<file path="src/rtl/core/itrs_pkg.sv">
`timescale 1ns / 1ps
`default_nettype none

package itrs_pkg;

  // default sizes
  localparam int VALUE_BITS_DEF = 32;
  localparam int MAX_DIGITS_DEF = 32;

  // field widths
  localparam int RADIX_W = 6;
  localparam int DIGIT_W = 5;
  localparam int CHAR_W  = 7;

  // quotient bits resolved per divider cycle
  localparam int STEP_BITS = 4;

  // radix register
  localparam logic [RADIX_W-1:0] RADIX_RESET = 6'd10;
  localparam logic [RADIX_W-1:0] RADIX_MIN   = 6'd2;
  localparam logic [RADIX_W-1:0] RADIX_MAX   = 6'd32;
  localparam logic [RADIX_W-1:0] SIGNED_BASE = 6'd10;

  // character codes
  localparam logic [CHAR_W-1:0] CHAR_ZERO   = 7'd48;
  localparam logic [CHAR_W-1:0] CHAR_LETTER = 7'd65;
  localparam logic [CHAR_W-1:0] CHAR_MINUS  = 7'd45;
  localparam logic [CHAR_W-1:0] CHAR_NONE   = 7'd0;
  localparam logic [DIGIT_W-1:0] DIGIT_TEN  = 5'd10;

  // sequencer states
  typedef enum logic [2:0] {
    ST_IDLE,
    ST_BAD,
    ST_DIVIDE,
    ST_SIGN,
    ST_FETCH,
    ST_EMIT
  } state_t;

  // digit value to ascii
  function automatic logic [CHAR_W-1:0] digit_char(input logic [DIGIT_W-1:0] d);
    logic [CHAR_W-1:0] ch;
    if (d >= DIGIT_TEN) begin
      ch = CHAR_LETTER + CHAR_W'(d - DIGIT_TEN);
    end else begin
      ch = CHAR_ZERO + CHAR_W'(d);
    end
    return ch;
  endfunction

endpackage

`default_nettype wire

</file>
<file path="src/rtl/core/itrs_divider.sv">
`timescale 1ns / 1ps
`default_nettype none

module itrs_divider #(
  parameter int WORK_BITS = itrs_pkg::VALUE_BITS_DEF
) (
  input  wire logic                            clk,
  input  wire logic                            rst,
  input  wire logic                            start,
  input  wire logic [WORK_BITS-1:0]            dividend,
  input  wire logic [itrs_pkg::RADIX_W-1:0]    divisor,
  output logic                                 done,
  output logic [WORK_BITS-1:0]                 quotient,
  output logic [itrs_pkg::DIGIT_W-1:0]         remainder
);

  localparam int NSTEPS = WORK_BITS / itrs_pkg::STEP_BITS;
  localparam int CNT_W  = $clog2(NSTEPS + 1);

  logic                          busy;
  logic [CNT_W-1:0]              cnt;
  logic [WORK_BITS-1:0]          acc;
  logic [itrs_pkg::DIGIT_W-1:0]  rem;
  logic [WORK_BITS-1:0]          acc_next;
  logic [itrs_pkg::DIGIT_W-1:0]  rem_next;

  // restoring division, a few quotient bits per cycle
  always_comb begin
    logic [itrs_pkg::RADIX_W-1:0] t;
    logic [WORK_BITS-1:0]         q;
    logic [itrs_pkg::DIGIT_W-1:0] r;
    q = acc;
    r = rem;
    for (int k = 0; k < itrs_pkg::STEP_BITS; k++) begin
      t = {r, q[WORK_BITS-1]};
      q = {q[WORK_BITS-2:0], 1'b0};
      if (t >= divisor) begin
        t    = t - divisor;
        q[0] = 1'b1;
      end
      r = t[itrs_pkg::DIGIT_W-1:0];
    end
    acc_next = q;
    rem_next = r;
  end

  // iteration control
  always_ff @(posedge clk) begin
    if (rst) begin
      busy <= 1'b0;
      done <= 1'b0;
      cnt  <= '0;
    end else begin
      done <= busy && (cnt == CNT_W'(1));
      if (start) begin
        busy <= 1'b1;
        cnt  <= CNT_W'(NSTEPS);
      end else if (busy) begin
        cnt <= cnt - CNT_W'(1);
        if (cnt == CNT_W'(1)) begin
          busy <= 1'b0;
        end
      end
    end
  end

  // working registers
  always_ff @(posedge clk) begin
    if (start) begin
      acc <= dividend;
      rem <= '0;
    end else if (busy) begin
      acc <= acc_next;
      rem <= rem_next;
    end
  end

  assign quotient  = acc;
  assign remainder = rem;

`ifndef SYNTH
  // done pulses once, right after the last step
  a_done_after_busy: assert property (@(posedge clk) disable iff (rst)
    done |-> $past(busy) && !busy)
    else $error("divider done without a finished run");

  // remainder is always below the divisor once a run ends
  a_rem_range: assert property (@(posedge clk) disable iff (rst)
    done && (divisor != '0) |-> itrs_pkg::RADIX_W'(remainder) < divisor)
    else $error("divider remainder out of range");

  a_done_single: assert property (@(posedge clk) disable iff (rst)
    done |=> !done)
    else $error("divider done held for two cycles");
`endif

endmodule

`default_nettype wire

</file>
<file path="src/rtl/core/integer_to_radix_string_core.sv">
`timescale 1ns / 1ps
`default_nettype none

// Converts one signed VALUE_BITS-bit number into ASCII characters in the base held in the
// radix register (2..32), most significant digit first, one character per output word;
// last_char marks the final word. A leading '-' is sent only for negative values in base
// 10, other bases convert the absolute value. A radix outside 2..32 gives one word with
// character 0, last_char and bad_base set. Digits come from one shared iterative divider
// that resolves four quotient bits per cycle; digits are then read back from a small digit
// memory through a fetch and an emit step per character, after a sign step. in_ready is
// high only while the block is idle; the last character may still wait in the output
// register while the next number is taken.
module integer_to_radix_string_core #(
  parameter int VALUE_BITS = itrs_pkg::VALUE_BITS_DEF,
  parameter int MAX_DIGITS = itrs_pkg::MAX_DIGITS_DEF
) (
  input  wire logic                          clk,
  input  wire logic                          rst,
  input  wire logic                          radix_wr_en,
  input  wire logic [itrs_pkg::RADIX_W-1:0]  radix_wr_data,
  input  wire logic                          in_valid,
  output logic                               in_ready,
  input  wire logic signed [VALUE_BITS-1:0]  number_in,
  output logic                               out_valid,
  input  wire logic                          out_ready,
  output logic [itrs_pkg::CHAR_W-1:0]        character,
  output logic                               last_char,
  output logic                               bad_base
);

  localparam int STEP      = itrs_pkg::STEP_BITS;
  localparam int WORK_BITS = ((VALUE_BITS + STEP - 1) / STEP) * STEP;
  localparam int CNT_W     = $clog2(MAX_DIGITS + 1);
  localparam int ADDR_W    = $clog2(MAX_DIGITS);

  itrs_pkg::state_t state, state_next;

  logic [itrs_pkg::RADIX_W-1:0] radix;
  logic                         show_minus;
  logic [CNT_W-1:0]             count;
  logic [ADDR_W-1:0]            ptr;
  logic [itrs_pkg::DIGIT_W-1:0] digit_mem [MAX_DIGITS];
  logic [itrs_pkg::DIGIT_W-1:0] rd_data;

  logic                         in_fire;
  logic                         radix_bad;
  logic                         negative;
  logic [VALUE_BITS-1:0]        magnitude;
  logic [CNT_W-1:0]             limit;
  logic [CNT_W-1:0]             cnt_inc;
  logic [CNT_W-1:0]             cnt_dec;
  logic                         more_digits;
  logic                         slot_free;

  logic                         div_start;
  logic                         div_first;
  logic [WORK_BITS-1:0]         div_dividend;
  logic                         div_done;
  logic [WORK_BITS-1:0]         div_quotient;
  logic [itrs_pkg::DIGIT_W-1:0] div_remainder;

  logic                         mem_wr;
  logic                         ptr_load;
  logic                         ptr_dec;
  logic                         out_load;
  logic [itrs_pkg::CHAR_W-1:0]  load_char;
  logic                         load_last;
  logic                         load_bad;

  // input side
  assign in_fire   = in_valid && in_ready;
  assign radix_bad = (radix < itrs_pkg::RADIX_MIN) || (radix > itrs_pkg::RADIX_MAX);
  assign negative  = number_in[VALUE_BITS-1];
  assign magnitude = negative ? (~number_in + 1'b1) : number_in;

  // digit count bookkeeping
  assign limit       = show_minus ? CNT_W'(MAX_DIGITS - 1) : CNT_W'(MAX_DIGITS);
  assign cnt_inc     = count + CNT_W'(1);
  assign cnt_dec     = count - CNT_W'(1);
  assign more_digits = (|div_quotient) && (cnt_inc < limit);
  assign slot_free   = !out_valid || out_ready;

  assign div_dividend = div_first ? WORK_BITS'(magnitude) : div_quotient;

  itrs_divider #(
    .WORK_BITS (WORK_BITS)
  ) u_divider (
    .clk       (clk),
    .rst       (rst),
    .start     (div_start),
    .dividend  (div_dividend),
    .divisor   (radix),
    .done      (div_done),
    .quotient  (div_quotient),
    .remainder (div_remainder)
  );

  // next state
  always_comb begin
    state_next = state;
    unique case (state)
      itrs_pkg::ST_IDLE: begin
        if (in_fire) begin
          state_next = radix_bad ? itrs_pkg::ST_BAD : itrs_pkg::ST_DIVIDE;
        end
      end
      itrs_pkg::ST_BAD: begin
        if (slot_free) state_next = itrs_pkg::ST_IDLE;
      end
      itrs_pkg::ST_DIVIDE: begin
        if (div_done && !more_digits) state_next = itrs_pkg::ST_SIGN;
      end
      itrs_pkg::ST_SIGN: begin
        if (!show_minus || slot_free) state_next = itrs_pkg::ST_FETCH;
      end
      itrs_pkg::ST_FETCH: begin
        state_next = itrs_pkg::ST_EMIT;
      end
      itrs_pkg::ST_EMIT: begin
        if (slot_free) begin
          state_next = (ptr == '0) ? itrs_pkg::ST_IDLE : itrs_pkg::ST_FETCH;
        end
      end
      default: state_next = itrs_pkg::ST_IDLE;
    endcase
  end

  // sequencer outputs
  always_comb begin
    in_ready  = 1'b0;
    div_start = 1'b0;
    div_first = 1'b0;
    mem_wr    = 1'b0;
    ptr_load  = 1'b0;
    ptr_dec   = 1'b0;
    out_load  = 1'b0;
    load_char = itrs_pkg::CHAR_NONE;
    load_last = 1'b0;
    load_bad  = 1'b0;
    unique case (state)
      itrs_pkg::ST_IDLE: begin
        in_ready  = 1'b1;
        div_first = 1'b1;
        div_start = in_valid && !radix_bad;
      end
      itrs_pkg::ST_BAD: begin
        out_load  = slot_free;
        load_char = itrs_pkg::CHAR_NONE;
        load_last = 1'b1;
        load_bad  = 1'b1;
      end
      itrs_pkg::ST_DIVIDE: begin
        mem_wr    = div_done;
        div_start = div_done && more_digits;
      end
      itrs_pkg::ST_SIGN: begin
        out_load  = show_minus && slot_free;
        load_char = itrs_pkg::CHAR_MINUS;
        ptr_load  = !show_minus || slot_free;
      end
      itrs_pkg::ST_FETCH: begin
        // memory read of the current digit is in flight
      end
      itrs_pkg::ST_EMIT: begin
        out_load  = slot_free;
        load_char = itrs_pkg::digit_char(rd_data);
        load_last = (ptr == '0);
        ptr_dec   = slot_free && (ptr != '0);
      end
      default: begin
      end
    endcase
  end

  // control registers
  always_ff @(posedge clk) begin
    if (rst) begin
      state     <= itrs_pkg::ST_IDLE;
      radix     <= itrs_pkg::RADIX_RESET;
      out_valid <= 1'b0;
    end else begin
      state <= state_next;
      if (radix_wr_en) begin
        radix <= radix_wr_data;
      end
      if (out_load) begin
        out_valid <= 1'b1;
      end else if (out_ready) begin
        out_valid <= 1'b0;
      end
    end
  end

  // per-number working registers
  always_ff @(posedge clk) begin
    if (in_fire) begin
      show_minus <= negative && (radix == itrs_pkg::SIGNED_BASE);
      count      <= '0;
    end else if (mem_wr) begin
      count <= cnt_inc;
    end
    if (ptr_load) begin
      ptr <= cnt_dec[ADDR_W-1:0];
    end else if (ptr_dec) begin
      ptr <= ptr - ADDR_W'(1);
    end
  end

  // digit memory, least significant digit at entry 0
  always_ff @(posedge clk) begin
    if (mem_wr) begin
      digit_mem[count[ADDR_W-1:0]] <= div_remainder;
    end
    rd_data <= digit_mem[ptr];
  end

  // output word register
  always_ff @(posedge clk) begin
    if (out_load) begin
      character <= load_char;
      last_char <= load_last;
      bad_base  <= load_bad;
    end
  end

`ifndef SYNTH
  // a bad-base word is a single flagged zero
  a_bad_word: assert property (@(posedge clk) disable iff (rst)
    out_valid && bad_base |-> last_char && (character == itrs_pkg::CHAR_NONE))
    else $error("bad base word malformed");

  // digit writes stay inside the allowed length
  a_count_limit: assert property (@(posedge clk) disable iff (rst)
    mem_wr |-> count < limit)
    else $error("digit count past limit");

  // a new word is only loaded into a free output register
  a_no_overwrite: assert property (@(posedge clk) disable iff (rst)
    out_load |-> slot_free)
    else $error("output word overwritten");

  // an accepted number always starts work
  a_accept_busy: assert property (@(posedge clk) disable iff (rst)
    in_fire |=> !in_ready)
    else $error("ready held after accept");
`endif

endmodule

`default_nettype wire
</file>
<file path="config.mk">
export PLATFORM = sky130hd
export DESIGN_NAME = integer_to_radix_string_core
export DESIGN_NICKNAME = d
export VERILOG_FILES = /design/src/rtl/core/itrs_pkg.sv /design/src/rtl/core/itrs_divider.sv /design/src/rtl/core/integer_to_radix_string_core.sv
export SDC_FILE = /design/constraint.sdc
export NUM_CORES = 1
export LEC_CHECK = 0
export BUFFER_PORTS_ARGS = -buffer_cell sky130_fd_sc_hd__buf_2
export CAP_MARGIN = 20
export CORE_MARGIN = 8
export CORE_UTILIZATION = 25
export DETAILED_ROUTE_END_ITERATION = 10
export GPL_ROUTABILITY_DRIVEN = 0
export RECOVER_POWER = 100
export SKIP_LAST_GASP = 1
export SLEW_MARGIN = 20
export SYNTH_ARGS = -nofsm -noshare
export SYNTH_HDL_FRONTEND = slang
export SYNTH_SLANG_ARGS = --single-unit
export TNS_END_PERCENT = 5
</file>
<file path="constraint.sdc">
create_clock -name clk -period 11.9 [get_ports clk]
set_input_delay 1.19 -clock clk [delete_from_list [all_inputs] [get_ports clk]]
set_output_delay 1.19 -clock clk [all_outputs]
set_load 0.01 [all_outputs]
</file>
==> out/qor.csv <==
stage;metric;value;unit
timing;Final WS setup;3.71;ns
timing;Final Hold Fails;0;
placement;DP HPWL;17.4;mm
worst_setup_path;Crit. End Element;flop;
worst_setup_path;CP max-delay cell;clkbuf_1;
timing;Max Freq;122;MHz
global_route;vias in the first global route;7143;
clock_network;Post-CTS Repair Setup Buffers;0;
floorplan;initial core utilization;0.253;
routing;Post-route DRC;0;
logic_synthesis;post-synthesis register bit count;239;
clock_network;hold-fix buffers at CTS;0;
final_layout;ANT cells;0;
power_and_ir_drop;internal power;0.00213;W
clock_network;Clock Tree Root;clkbuf_16;
power_and_ir_drop;register share of total power;0.335;
worst_setup_path;max incr delay on CP;1.12;ns
routing;Initial DRC Count;443;
floorplan;row cnt;79;
hold_path;HP Start;u_divider.cnt[1];
logic_synthesis;largest family of logic cells by synthesized area;multiplexers;
power_and_ir_drop;Leakage;4.47;nW
logic_synthesis;Top FF cell, synth;edfxtp_1;
worst_setup_path;cells along the critical path;clkbuf_1 -> ha_1 -> nand4_1 -> o22ai_1 -> nor2_1 -> mux2_1 -> ha_1 -> and4_1 -> nor3_1 -> a21o_1 -> mux2_1 -> fa_1 -> nor2b_1 -> o31ai_1 -> a31oi_1 -> mux2i_1 -> fa_1 -> a211oi_1 -> o21bai_1 -> o21ai_0 -> mux2i_1 -> a211oi_1;
timing;Tcrit/Tclk final;0.688;
routing;DR WL/cell;16.7;um
floorplan;Die ar.;54200;um^2
placement;setup slack after placement;4.25;ns
power_and_ir_drop;Power Density;240;nW/um^2
worst_setup_path;WP data required;12.16;ns
clock_network;CTS max path bufs;3;
logic_synthesis;Synth async-reset ratio;0;
floorplan;Die X;233;um
timing;fin crit period;8.19;ns
logic_synthesis;Post-synth EDFFs;207;
hold_path;Hold Path Cell Cnt;2;
floorplan;IO Pins;54;
global_route;global route overflow;0;
timing;final setup fails;0;
clock_network;Resized Gates After CTS;0;
placement;PortBufs;53;
logic_synthesis;Simple-Gate Fraction of Synth Area;0.0861;
power_and_ir_drop;Worst VDD drop;0.269;mV
placement;placed insts;1455;
routing;Vias/cell;4.62;
final_layout;share of layout cells above drive strength 1;0.203;
timing;Max transition margin;-1.42;
worst_setup_path;CP arrival;8.45;ns
floorplan;Vert. Die Dim;233;um
logic_synthesis;Synth Area in Compound Gates;0.0702;
final_layout;Layout Cells excl Fill;1503;
routing;total wire length;25.1;mm
timing;Worst-Margin Slew;3.63;ns
logic_synthesis;multiplexer share of the synthesized area;0.146;
power_and_ir_drop;Net Sw Power;0.00111;W
final_layout;Area Overhead vs Synth;15.1;%
timing;Setup Skew;0.00978;ns
logic_synthesis;top post-synthesis cells by area;edfxtp_1 (53%), mux4_2 (9.6%), dfxtp_1 (5.5%);
power_and_ir_drop;total power;0.00325;W
logic_synthesis;cells after synthesis;823;
timing;Hold WS;0.504;ns
timing;Final Max Slew Viols;228;
routing;Final ANT Viol Nets;0;
global_route;global-route wire length before repair;39.8;mm
logic_synthesis;Synth Area in Adders;0.0505;
clock_network;cts bufs inserted;26;
run_status;failing checks;max-capacitance violations, max-slew violations;
logic_synthesis;Yosys top cell area share;0.529;
timing;RSZ-0062 raised after global routing;false;
global_route;gr usage total;0.0904;
clock_network;CTS tree;built;
worst_setup_path;CP Class;reg -> reg;
logic_synthesis;largest area contributor in the netlist;edfxtp_1;
logic_synthesis;Synth top cells by count;edfxtp_1 (207), nor2_1 (68), mux4_2 (50);
worst_setup_path;type of origin of the critical path;flop;
logic_synthesis;synth unique cells;65;
worst_setup_path;CP Buf/Inv Count;1;
hold_path;hold path endpoint;u_divider.cnt[1];
worst_setup_path;FF-to-FF Start;u_divider.remainder[1];
worst_setup_path;Crit Path Max Fanout;35;
routing;total number of vias;6940;
clock_network;# H-tree levels;1;
global_route;initial antenna violation count;0;
job;Max-Cap Viols;7;
logic_synthesis;Mapped Area;11700;um^2
worst_setup_path;r2r setup slk;3.71;ns
logic_synthesis;Syn. warnings;0;
worst_setup_path;delay-heaviest family, CP;compound AO/OA/AOI/OAI gates;
logic_synthesis;Syn Area/Cell;14.3;um^2
logic_synthesis;Synth Net Count;911;
final_layout;Final nets;964;
power_and_ir_drop;combinational fraction of design power;0.408;
worst_setup_path;Worst R2R End;u_divider.remainder[1];
clock_network;Worst-Skew Late Latency;0.53;ns
timing;setup tns final;0;ns
logic_synthesis;most numerous cell in the Yosys netlist;edfxtp_1;
logic_synthesis;xor/xnor cell area share of the yosys netlist;0.0410;
power_and_ir_drop;Clock power frac;0.257;
floorplan;Core Region;46500;um^2
routing;Detailed Routing Iterations Pass 1;4;
hold_path;type of the worst min-delay path;reg -> reg;
clock_network;Clk pin slew, worst setup/hold paths;0.06;ns
worst_setup_path;Worst R2R Path Depth;22;
run_status;outcome;complete, but fails checks;
clock_network;Clock Sinks;239;
global_route;pin count of the biggest net entering global routing;43;
power_and_ir_drop;sw frac;0.343;
logic_synthesis;Seq/Total Area, Yosys;0.584;
## registers in the layout (all words and copies together) (netlist names), 3 cells and up
| signal | count |
|---|---|
| character | 7 |
| count | 6 |
| digit_mem | 160 |
| ptr | 5 |
| radix | 6 |
| rd_data | 5 |
| state | 3 |
| u_divider.cnt | 4 |
| u_divider.quotient | 32 |
| u_divider.remainder | 5 |
## placed cells by master, fill, tap and decap left out, drive strengths merged, types with 16 or more instances in the layout
cell type  Yosys  routed
mux4          50      50
clkbuf        18      53
dfxtp         32      32
o21ai         29      29
ha            41      41
buf           16      41
mux2i         16      16
inv           34      35
a21oi         22      22
nand2         32      32
mux2          37      37
edfxtp       207     207
xnor2         40      40
nor2          68      68
## cells by family (layout without fill, tap and decap cells)
kind of cell / after synthesis / in the layout
AO/OA/AOI/OAI: 119 / 119
XOR/XNOR: 55 / 55
adder cells (fa/ha/maj): 45 / 45
buffers and inverters: 68 / 141
flip-flops: 239 / 239
multiplexers: 103 / 103
AND/OR/NAND/NOR: 194 / 194
## worst max-delay path by stage
stage                     slack (ns)                    from                endpoint  cells past startpoint
after CTS                       4.22  u_divider.remainder[0]  u_divider.remainder[3]                     21
after detailed placement        4.25  u_divider.remainder[0]  u_divider.remainder[3]                     21
final                           3.71  u_divider.remainder[1]  u_divider.remainder[1]                     22
after floorplan                 5.60  u_divider.remainder[0]  u_divider.remainder[3]                     23
after global routing            3.01  u_divider.remainder[1]  u_divider.remainder[1]                     22
after global placement          4.54  u_divider.remainder[0]  u_divider.remainder[3]                     22
## tightest hold or removal path: stages (launching register included)
cell,delay (ns)
dfxtp_1,0.32
nor2_1,0.08
a2111oi_0,0.06
## per-stage QoR
| stage | cell area (um^2) | utilization |
|---|---|---|
| floorplan | 11700 | - |
| global placement | 12700 | 0.273 |
| detailed placement | 12700 | 0.273 |
| CTS | 13600 | 0.292 |
| global route | 13500 | 0.291 |
| finish | 13500 | 0.291 |
## layer usage
metal / wire length [um] / GRT usage
met1: 11000 / 0.113
met2: 12700 / 0.162
met3: 984 / 0.0157
met4: 400 / 0.0180
met5: 0 / 0
## power by group through the flow
stage | combinational [W] | clock [W] | sequential, W
4_1_cts | 0.00131 | 0.000855 | 0.00108
3_5_place_dp | 0.00131 | 0 | 0.00110
3_3_place_gp | 0.00129 | 0 | 0.00110
5_1_grt | 0.00148 | 0.000886 | 0.00110
6_report | 0.00132 | 0.000836 | 0.00109
2_1_floorplan | 0.00102 | 0 | 0.00110
## layout make-up
cell class                      count  area, um^2
Multi-Input combinational cell    516        4590
Timing Repair Buffer               59         275
Sequential cell                   239        6860
Clock inverter                     13         186
Clock buffer                       35         724
Fill cell                        4701       32900
Tap cell                          607         759
Inverter                           34         128
No activity file was read; power rests on OpenSTA's default activity.
